File: src/rtl/zafu_pkg.sv
// Shared types and constants for the Z80-style ALU flag unit.
// No dependencies; imported by zafu_alu, the top level and zafu_checker.
package zafu_pkg;

  // Operation select codes
  typedef enum logic [3:0] {
    MODE_INC8  = 4'd0,
    MODE_DEC8  = 4'd1,
    MODE_CPL   = 4'd2,
    MODE_DAA   = 4'd3,
    MODE_RL    = 4'd4,
    MODE_RLC   = 4'd5,
    MODE_RR    = 4'd6,
    MODE_RRC   = 4'd7,
    MODE_SCF   = 4'd8,
    MODE_ADD16 = 4'd9,
    MODE_INC16 = 4'd10,
    MODE_DEC16 = 4'd11
  } mode_t;

  // Flag register bit positions
  localparam int unsigned FL_C  = 0;
  localparam int unsigned FL_N  = 1;
  localparam int unsigned FL_PV = 2;
  localparam int unsigned FL_3  = 3;
  localparam int unsigned FL_H  = 4;
  localparam int unsigned FL_5  = 5;
  localparam int unsigned FL_Z  = 6;
  localparam int unsigned FL_S  = 7;

  // BCD adjust constants
  localparam logic [9:0] DAA_LO_ADJ  = 10'h006;
  localparam logic [9:0] DAA_HI_ADJ  = 10'h060;
  localparam logic [9:0] DAA_HI_LIM  = 10'h09F;
  localparam logic [3:0] DAA_DIG_MAX = 4'd9;

  // Packed widths of one transaction
  localparam int unsigned IN_BITS  = 44;
  localparam int unsigned OUT_BITS = 24;
  localparam int unsigned IN_TDATA_W  = 48;
  localparam int unsigned OUT_TDATA_W = 24;

  // Input item, last field in the lowest bits
  typedef struct packed {
    logic [7:0]  flags_in;
    logic [15:0] operand_b;
    logic [15:0] operand_a;
    logic [3:0]  mode;
  } in_item_t;

  // Result item, last field in the lowest bits
  typedef struct packed {
    logic [7:0]  flags_out;
    logic [15:0] result;
  } out_item_t;

endpackage

File: src/rtl/zafu_stage.sv
// Valid/ready register stage holding one transaction.
// Generic; no package dependency.
module zafu_stage #(
  parameter int unsigned Width = 8
) (
  input  logic             clk,
  input  logic             rst_n,
  input  logic             in_valid,
  output logic             in_ready,
  input  logic [Width-1:0] in_data,
  output logic             out_valid,
  input  logic             out_ready,
  output logic [Width-1:0] out_data
);

  logic             valid_r;
  logic             valid_nxt;
  logic [Width-1:0] data_r;
  logic             load;

  // Take a new transaction when empty or when the held one leaves
  assign in_ready  = !valid_r || out_ready;
  assign load      = in_valid && in_ready;
  assign valid_nxt = load || (valid_r && !out_ready);

  always_ff @(posedge clk) begin
    if (!rst_n) begin
      valid_r <= 1'b0;
    end else begin
      valid_r <= valid_nxt;
    end
  end

  // Payload needs no reset
  always_ff @(posedge clk) begin
    if (load) begin
      data_r <= in_data;
    end
  end

  assign out_valid = valid_r;
  assign out_data  = data_r;

endmodule

File: src/rtl/zafu_alu.sv
// Combinational ALU datapath: result and Z80-layout flags for one item.
// Depends on zafu_pkg for item types, mode codes and flag positions.
module zafu_alu
  import zafu_pkg::*;
(
  input  in_item_t  item,
  output out_item_t res
);

  always_comb begin
    logic [7:0]  a8;
    logic [7:0]  r8;
    logic [7:0]  f;
    logic [9:0]  t;
    logic [16:0] sum;
    logic [12:0] sum_lo;
    logic [15:0] r;

    a8     = item.operand_a[7:0];
    f      = item.flags_in;
    r      = item.operand_a;
    r8     = 8'h00;
    t      = {2'b00, a8};
    sum    = {1'b0, item.operand_a} + {1'b0, item.operand_b};
    sum_lo = {1'b0, item.operand_a[11:0]} + {1'b0, item.operand_b[11:0]};

    unique case (item.mode)
      MODE_INC8, MODE_DEC8: begin
        if (item.mode == MODE_INC8) begin
          r8       = a8 + 8'd1;
          f[FL_H]  = (r8[3:0] == 4'h0);
          f[FL_PV] = (r8 == 8'h80);
          f[FL_N]  = 1'b0;
        end else begin
          r8       = a8 - 8'd1;
          f[FL_H]  = (r8[3:0] == 4'hF);
          f[FL_PV] = (r8 == 8'h7F);
          f[FL_N]  = 1'b1;
        end
        f[FL_S] = r8[7];
        f[FL_Z] = (r8 == 8'h00);
        f[FL_5] = r8[5];
        f[FL_3] = r8[3];
        r       = {8'h00, r8};
      end
      MODE_CPL: begin
        r8      = ~a8;
        f[FL_5] = r8[5];
        f[FL_3] = r8[3];
        f[FL_H] = 1'b1;
        f[FL_N] = 1'b1;
        r       = {8'h00, r8};
      end
      MODE_DAA: begin
        // Worked in 10-bit two's complement; bit 8 yields the carry
        if (!f[FL_N]) begin
          if (f[FL_H] || (t[3:0] > DAA_DIG_MAX)) begin
            t = t + DAA_LO_ADJ;
          end
          if (f[FL_C] || (t > DAA_HI_LIM)) begin
            t = t + DAA_HI_ADJ;
          end
        end else begin
          if (f[FL_H]) begin
            t = t - DAA_LO_ADJ;
            if (!f[FL_C]) begin
              t = {2'b00, t[7:0]};
            end
          end
          if (f[FL_C]) begin
            t = t - DAA_HI_ADJ;
          end
        end
        f[FL_H] = 1'b0;
        if (t[8]) begin
          f[FL_C] = 1'b1;
        end
        r8      = t[7:0];
        f[FL_Z] = (r8 == 8'h00);
        r       = {8'h00, r8};
      end
      MODE_RL, MODE_RLC, MODE_RR, MODE_RRC: begin
        unique case (item.mode)
          MODE_RL:  r8 = {a8[6:0], f[FL_C]};
          MODE_RLC: r8 = {a8[6:0], a8[7]};
          MODE_RR:  r8 = {f[FL_C], a8[7:1]};
          default:  r8 = {a8[0], a8[7:1]};
        endcase
        f[FL_5] = r8[5];
        f[FL_3] = r8[3];
        f[FL_H] = 1'b0;
        f[FL_N] = 1'b0;
        f[FL_C] = (item.mode == MODE_RL || item.mode == MODE_RLC) ? a8[7] : a8[0];
        r       = {8'h00, r8};
      end
      MODE_SCF: begin
        f[FL_5] = a8[5];
        f[FL_3] = a8[3];
        f[FL_H] = 1'b0;
        f[FL_N] = 1'b0;
        f[FL_C] = 1'b1;
      end
      MODE_ADD16: begin
        r       = sum[15:0];
        f[FL_H] = sum_lo[12];
        f[FL_S] = r[15];
        f[FL_Z] = (r == 16'h0000);
        f[FL_5] = r[13];
        f[FL_3] = r[11];
        f[FL_N] = 1'b0;
        f[FL_C] = sum[16];
      end
      MODE_INC16: r = item.operand_a + 16'd1;
      MODE_DEC16: r = item.operand_a - 16'd1;
      // Unassigned codes pass operand and flags through
      default:    r = item.operand_a;
    endcase

    res.result    = r;
    res.flags_out = f;
  end

endmodule

File: src/rtl/z80_alu_flag_unit_core.sv
// Top level of the Z80-style ALU flag unit: input register, ALU, result register.
// Depends on zafu_pkg, zafu_stage and zafu_alu.
//
// One operation per transaction, one transaction accepted per clock when the
// result side keeps up. From input acceptance to out_tvalid an item is held in
// the input register, the ALU evaluates between the input and result
// registers, then the result register presents the outcome.
// Both registers are valid/ready stages, so a stalled result still lets one
// more item enter; in_tready is combinational from out_tready through the two
// stages. Unused mode codes return operand_a and flags_in unchanged.
module z80_alu_flag_unit_core
  import zafu_pkg::*;
(
  input  logic                   clk,
  input  logic                   rst_n,
  input  logic                   in_tvalid,
  output logic                   in_tready,
  // [3:0] mode, [19:4] operand_a, [35:20] operand_b, [43:36] flags_in, [47:44] zero
  input  logic [IN_TDATA_W-1:0]  in_tdata,
  output logic                   out_tvalid,
  input  logic                   out_tready,
  // [15:0] result, [23:16] flags_out
  output logic [OUT_TDATA_W-1:0] out_tdata
);

  logic      s1_valid;
  logic      s1_ready;
  in_item_t  s1_item;
  out_item_t alu_res;

  // Input register
  zafu_stage #(.Width(IN_BITS)) u_in_stage (
    .clk       (clk),
    .rst_n     (rst_n),
    .in_valid  (in_tvalid),
    .in_ready  (in_tready),
    .in_data   (in_tdata[IN_BITS-1:0]),
    .out_valid (s1_valid),
    .out_ready (s1_ready),
    .out_data  (s1_item)
  );

  // Datapath
  zafu_alu u_alu (
    .item (s1_item),
    .res  (alu_res)
  );

  // Result register
  zafu_stage #(.Width(OUT_BITS)) u_out_stage (
    .clk       (clk),
    .rst_n     (rst_n),
    .in_valid  (s1_valid),
    .in_ready  (s1_ready),
    .in_data   (alu_res),
    .out_valid (out_tvalid),
    .out_ready (out_tready),
    .out_data  (out_tdata)
  );

endmodule

File: config.mk
export PLATFORM = sky130hd
export DESIGN_NAME = z80_alu_flag_unit_core
export DESIGN_NICKNAME = d
export VERILOG_FILES = /design/src/rtl/zafu_pkg.sv /design/src/rtl/zafu_stage.sv /design/src/rtl/zafu_alu.sv /design/src/rtl/z80_alu_flag_unit_core.sv
export SDC_FILE = /design/constraint.sdc
export NUM_CORES = 1
export LEC_CHECK = 0
export BUFFER_PORTS_ARGS = -buffer_cell sky130_fd_sc_hd__buf_4
export CAP_MARGIN = 20
export CORE_MARGIN = 2
export CORE_UTILIZATION = 53
export DETAILED_ROUTE_END_ITERATION = 12
export PLACE_DENSITY = 0.75
export REMOVE_ABC_BUFFERS = 1
export SKIP_CTS_REPAIR_TIMING = 1
export SYNTH_ARGS = -nofsm -noshare
export SYNTH_HDL_FRONTEND = slang
export SYNTH_SLANG_ARGS = --single-unit
File: constraint.sdc
create_clock -name clk -period 3.5 [get_ports clk]
set_input_delay 0.35 -clock clk [delete_from_list [all_inputs] [get_ports clk]]
set_output_delay 0.35 -clock clk [all_outputs]
set_load 0.005 [all_outputs]
==> results.md, run 1 <==
* Status: finished clean
* Multi-input gate area at 3250 sq um
* IO Port Bufs at 73
* Slowest stage delay, CP at 0.65 ns
* ANT nets after route at 0
* Most used cell, CP: o21ai_0
* Post-synth ARST share at 0%
* Synthesized cell area at 5510 sq um
* Register area share after synthesis at around 38%
* Drt initial violations at 425
* Initial antenna violation count at 0
* Vias at just over 5,000
* Antenna Cells at 0
* Worst hold path type: input pin to flip-flop
* H-tree levels at 3
* FF+latch count, synth at 70
* CTS max path bufs at 2
* First-pass GRT wire length at 24.7 mm
* Hold Vio Cnt, Final at 0
* Post-route DRC violation count at 0
* Worst vdd ir at around 0.27 mV
* Setup CP Type: flip-flop to flip-flop
* Power Total at 2.36 mW
* Row cnt at 37
* F_max at 294 MHz
* Reg clk slew, reported paths at ~0.080 ns
* Ports at 78
* FF+latch area at roughly 2100 sq um
* Cells along the critical path: ha_1, o21ai_0, a21oi_1, nand2_1, o21ai_0, and2_1, nor2_1, or4_1, o41ai_2
* Clk sinks at 70
* NumNets Final at 766
* CTS buffer count at 9
* Crit path max fanout at 11
* CP endpoint kind: flip-flop
* Post-synth EDFFs at 68
* RSZ-0062 raised after global routing: no
* DIE AREA at around 11,000 sq um
* Post-Syn Area per Cell at 9.39 sq um
* Final Cycle Share at 97.3%
* DR vias/cell at 6.22
* Total Wirelength at 15.7 mm
* Slew Viols, Final at 0
* Fillers at 843
* Number of detailed-route iterations in the first pass at 7
* Max-cap violations at 0
* Yosys warns at 0
* Crit start category: flip-flop
* LEAKAGE at approximately 2.6 nW
* Initial Util at 53.9%
* Layout Skew at 0.0120 ns
* Worst hold slack at around 0.15 ns
* Req. time, crit path at between 3 and 4 ns
* Dpl hpwl at approximately 12 mm
* WP buf/inv at 0
* Worst-Skew Late Latency at ~0.37 ns
* RD Place Congestion at around 0.96
* Core Area at between 10,000 and 15,000 sq um
* Grt ovf at 0
* Slowest CP cell: edfxtp_1
* Final critical-path required period at 3.41 ns
* WL per Instance at 19.2 microns
* CTS tree: built
* WP data arrival at around 3.6 ns
* Vias in the first global route at about 4,700
* Slew at the pin closest to its max-slew limit at 0.723 ns
* Clock tree root buffer cell: clkbuf_8
* Share of cells above drive strength 1 at 20.0%
* Die Span Y at 106 microns
* Area growth syn-to-layout at 19.4%
* GRT Util Overall at 28.5%
* Largest net degree at the start of global routing at 45
* Max_slew headroom at 51.5%
* PD cells at between 300 and 400 nW/um^2
* Die X at 106 microns
* CP top delay family: compound AO/OA/AOI/OAI gates
* Count of cell types in the netlist at 69
* Synth Flop Type: edfxtp_1
* Post-synthesis cell count at 587
* Flop2flop setup slack at 0.09 ns
* Setup violations, final at 0
per-layer routing:
layer  up-vias  routed length [microns]  GRT usage (%)
met1      2359                     6970           39.9
li1       2420                        -              -
met3        38                     1200           4.41
met2       250                     7060           44.4
met5         -                        0              0
met4         0                      455           11.2
sequential cells by signal, summed over array words and instances, names as in the netlist:
| register | count |
|---|---|
| u_in_stage.out_data | 44 |
| u_out_stage.out_data | 24 |
| u_in_stage.out_valid | 1 |
| u_out_stage.out_valid | 1 |
area by class of cell:
class | count | area share, %
inverter | 17 | 0.969
tap | 136 | 2.58
clock inverter | 7 | 1.35
clock buffer | 9 | 1.88
multi-input combinational | 471 | 49.3
sequential | 70 | 31.6
timing repair buffer | 105 | 12.3
through the flow:
step | utilization, % | area, sq um | instances | setup TNS [ns] | worst slack, ns
6_report | 64.4 | 6580 | 815 | 0 | 0.0937
5_1_grt | 64.4 | 6580 | 815 | 0 | 0.00602
4_1_cts | 63.9 | 6540 | 812 | 0 | 0.0498
3_5_place_dp | 61.8 | 6320 | 796 | 0 | 0.0697
3_3_place_gp | 61.8 | 6320 | 796 | 0 | 0.158
2_1_floorplan | - | 5380 | 558 | -1.97 | -0.418
kinds of logic after synthesis:
logic type / count (synthesis) / share of synthesized area, %
compound gates: 185 / 22.9
fa+ha+maj: 40 / 9.35
mux: 15 / 2.77
flops: 70 / 37.8
xor+xnor: 41 / 6.51
simple gates: 190 / 17.2
buf+inv: 46 / 3.50
worst paths after layout:
check | endpoint | start | cells after the start
worst max register to register | u_out_stage.out_data[22] | u_in_stage.out_data[9] | 9
worst min-delay path | u_in_stage.out_data[37] | in_tdata[37] | 1
worst min register to register | u_out_stage.out_valid | u_in_stage.out_valid | 1
worst max-delay path | u_out_stage.out_data[22] | u_in_stage.out_data[9] | 9
synth_stat cells (3+ instances only):
library cell   n  area share [%]
a2111oi_0      3            0.48
a211o_1        3            0.48
a211oi_1      11             1.5
a21o_1         9             1.2
a21oi_1       44             4.0
a221o_1        3            0.54
a221oi_1       5            0.79
a22oi_1        8             1.1
a31oi_1        7            0.79
a41oi_1        3            0.48
and2_1         6            0.68
buf_1          5            0.34
buf_2          4            0.36
clkbuf_1      18             1.2
edfxtp_1      68              37
ha_1          38             8.6
inv_1         16             1.1
mux2i_1       13             2.4
nand2_1       37             2.5
nand2b_1      14             1.6
nand3_1       21             1.9
nand4_1        3            0.34
nor2_1        52             3.5
nor2b_1        9             1.0
nor3_1        15             1.4
nor3b_1        3            0.41
nor4_1        10             1.1
o211ai_1       7            0.95
o21a_1         6            0.82
o21ai_0       32             2.9
o21bai_1       4            0.54
o22a_1         3            0.48
o22ai_1       10             1.1
o31ai_1        4            0.54
or2_2          5            0.57
or3_1          4            0.45
or4_1          3            0.41
xnor2_1       31             4.9
xor2_1        10             1.6
power breakdown:
part | internal, mW | total [mW] | switching, mW
registers | 0.982 | 1.02 | 0.0362
logic | 0.277 | 0.638 | 0.361
clock network | 0.396 | 0.706 | 0.310
cell usage in the layout, fill, tap and decap left out, drive strengths merged, types with 16 or more instances in the layout:
cell type,n
a21oi,44
ha,38
nand2,37
edfxtp,68
xnor2,31
nor2,52
buf,105
inv,16
o21ai,33
nand3,21
Note: power is estimated with default switching activity, not from simulation.
==> inputs of run 2 (changes only) <==
--- a/config.mk
+++ b/config.mk
@@ -9,2 +9,3 @@
 export CAP_MARGIN = 20
+export CORE_ASPECT_RATIO = 0.7
 export CORE_MARGIN = 2
--- a/constraint.sdc
+++ b/constraint.sdc
@@ -3,2 +3,2 @@
 set_output_delay 0.35 -clock clk [all_outputs]
-set_load 0.005 [all_outputs]
+set_load 0.05 [all_outputs]
==> run 2 against run 1 <==
Compared with the run above:
- clock power rose by 36%
- global-route usage up 0.19 points
- largest cell class unchanged
- die area rose by 0.12%
- highest routed layer unchanged
==> results.md, run 2 (synthesis gave the netlist of run 1 again) <==
* Flop2flop setup slack at 0.19 ns (was 0.09 ns)
* Vias in the first global route at 4,636 (was 4,749)
* Initial Util at 53.8% (was 53.9%)
* Initial antenna violation count at 0 (unchanged)
* Final Cycle Share at 94.5% (was 97.3%)
* Setup CP Type: flip-flop to flip-flop (unchanged)
* Layout Skew at 0.0101 ns (was 0.0120 ns)
* Post-route DRC violation count at 0 (unchanged)
* WP data arrival at 3.46 ns (was 3.56 ns)
* CTS max path bufs at 2 (unchanged)
* Worst vdd ir at 0.256 mV (was 0.275 mV)
* Slowest CP cell: or4_1 (was edfxtp_1)
* Share of cells above drive strength 1 at 20.6% (was 20.0%)
* CTS buffer count at 9 (unchanged)
* DR vias/cell at 6.37 (was 6.22)
* Largest net degree at the start of global routing at 45 (unchanged)
* Number of detailed-route iterations in the first pass at 5 (was 7)
* Worst Hold End: u_in_stage.out_data[8] (was u_in_stage.out_data[37])
* Slew Viols, Final at 0 (unchanged)
* Layer with the highest usage: met2 (unchanged)
* Clk sinks at 70 (unchanged)
* Max reg flops at 44 (unchanged)
* Worst-Skew Late Latency at 0.34 ns (was 0.37 ns)
* Worst hold path type: input pin to flip-flop (unchanged)
* Slowest stage delay, CP at 0.60 ns (was 0.65 ns)
* IO Port Bufs at 73 (unchanged)
* Crit path max fanout at 3 (was 11)
* ANT nets after route at 0 (unchanged)
* Power Total at 2.69 mW (was 2.36 mW)
* Vias at 5,169 (was 5,067)
* Crit start category: flip-flop (unchanged)
* Ports at 78 (unchanged)
* RD Place Congestion at 1.01 (was 0.960)
* Max-cap violations at 0 (unchanged)
* Hold Vio Cnt, Final at 0 (unchanged)
* DP Area at 6310 sq um (was 6320 sq um)
* Die Span Y at 89.3 microns (was 106 microns)
* Antenna Cells at 0 (unchanged)
* Met2 Usage GRT at 40.5% (was 44.4%)
* Final critical-path required period at 3.31 ns (was 3.41 ns)
* Core Area at 10,200 sq um (about the same)
* CTS tree: built (unchanged)
* Hold Crit Depth at 1 (unchanged)
* Status: finished clean (unchanged)
* Dpl hpwl at 12.2 mm (was 11.9 mm)
* Die X at 126 microns (was 106 microns)
* Met1 Usage GRT at 40.3% (was 39.9%)
* PD cells at 402 nW/um^2 (was 359 nW/um^2)
* Slew at the pin closest to its max-slew limit at 1.05 ns (was 0.723 ns)
* LEAKAGE at 2.65 nW (was 2.59 nW)
* Drt initial violations at 460 (was 425)
* Worst r2r dst: u_out_stage.out_data[22] (unchanged)
* First-pass GRT wire length at 24.7 mm (about the same)
* Clock tree root buffer cell: clkbuf_16 (was clkbuf_8)
* Setup violations, final at 0 (unchanged)
* FF+latch area at 2080 sq um (unchanged)
* Area growth syn-to-layout at 21.3% (was 19.4%)
* Hold_sp: in_tdata[8] (was in_tdata[37])
* Grt ovf at 0 (unchanged)
* M3 GR Usage at 11.9% (was 4.41%)
* Req. time, crit path at 3.65 ns (about the same)
* GRT Util Overall at 28.6% (was 28.5%)
* WL per Instance at 20.1 microns (was 19.2 microns)
* DIE AREA at 11,200 sq um (about the same)
* CP endpoint kind: flip-flop (unchanged)
* NumNets Final at 766 (unchanged)
* Total Wirelength at 16.3 mm (was 15.7 mm)
* Cells along the critical path: buf_4, ha_1, fa_1, a211oi_2, o21ai_0, a31o_2, a21oi_1, xnor2_1, or4_1, o41ai_2 (was ha_1, o21ai_0, a21oi_1, nand2_1, o21ai_0, and2_1, nor2_1, or4_1, o41ai_2)
* F_max at 302 MHz (was 294 MHz)
* Multi-input gate area at 3270 sq um (was 3250 sq um)
* Fillers at 834 (was 843)
* Row cnt at 31 (was 37)
* Commonest cells after routing, fill and taps aside: 104 x buf_4, 68 x edfxtp_1, 52 x nor2_1 (was 103 x buf_4, 68 x edfxtp_1, 52 x nor2_1)
* R2R depth at 10 (was 9)
* Reg clk slew, reported paths at 0.06 ns (was 0.08 ns)
* Worst hold slack at 0.186 ns (was 0.153 ns)
* Most common cell after layout, fill and taps aside: buf_4 (unchanged)
* Max_slew headroom at 29.9% (was 51.5%)
* Design area at 6690 sq um (was 6580 sq um)
* H-tree levels at 3 (unchanged)
* Worst reg2reg path startpoint: u_in_stage.out_data[4] (was u_in_stage.out_data[9])
run 2: worst max-delay path by stage:
stage	from	end	slack (ns)	depth (start not counted)
floorplan	u_in_stage.out_data[1]	u_out_stage.out_data[14]	-0.42	11
global placement	u_in_stage.out_data[4]	u_out_stage.out_data[22]	0.20	13
detailed placement	u_in_stage.out_data[4]	u_out_stage.out_data[22]	0.14	13
CTS	u_in_stage.out_data[4]	u_out_stage.out_data[22]	0.12	13
global route	u_in_stage.out_data[0]	u_out_stage.out_data[15]	-0.05	12
finish	u_in_stage.out_data[4]	u_out_stage.out_data[22]	0.19	10
run 2: power breakdown:
part / internal (mW) / switching (mW)
registers: 0.984 / 0.0358
logic: 0.279 / 0.428
clock network: 0.618 / 0.344
total: 1.88 / 0.808
run 2: per-layer routing:
| layer | share of wire [%] | up-vias |
|---|---|---|
| met4 | 1.4 | 0 |
| li1 | - | 2421 |
| met5 | 0 | - |
| met1 | 45 | 2399 |
| met3 | 13 | 24 |
| met2 | 41 | 325 |
run 2: cell type report:
type | count | share of cell area [%]
Tap cell | 132 | 2.47
Sequential cell | 70 | 31.1
Inverter | 17 | 0.954
Clock buffer | 9 | 3.37
Clock inverter | 7 | 1.33
Timing Repair Buffer | 105 | 11.8
Multi-Input combinational cell | 471 | 48.9
run 2: worst max-delay path, delay by kind of cell (launching register included):
kind / cells / cell delay [ns]
buffers and inverters: 1 / 0.16
adders and majority gates: 2 / 0.68
DFF: 1 / 0.40
AOI/OAI and AO/OA: 5 / 1.15
xor gates and xnor gates: 1 / 0.12
and+or+nand+nor: 1 / 0.60
run 2: through the flow:
step	utilization, %	std cells	setup WS [ns]	setup TNS [ns]
after floorplan	-	558	-0.418	-1.97
after global placement	61.6	791	0.203	0
after detailed placement	61.6	791	0.137	0
after CTS	64.7	807	0.119	0
after global routing	65.3	811	-0.0545	-0.0545
final	65.3	811	0.192	0
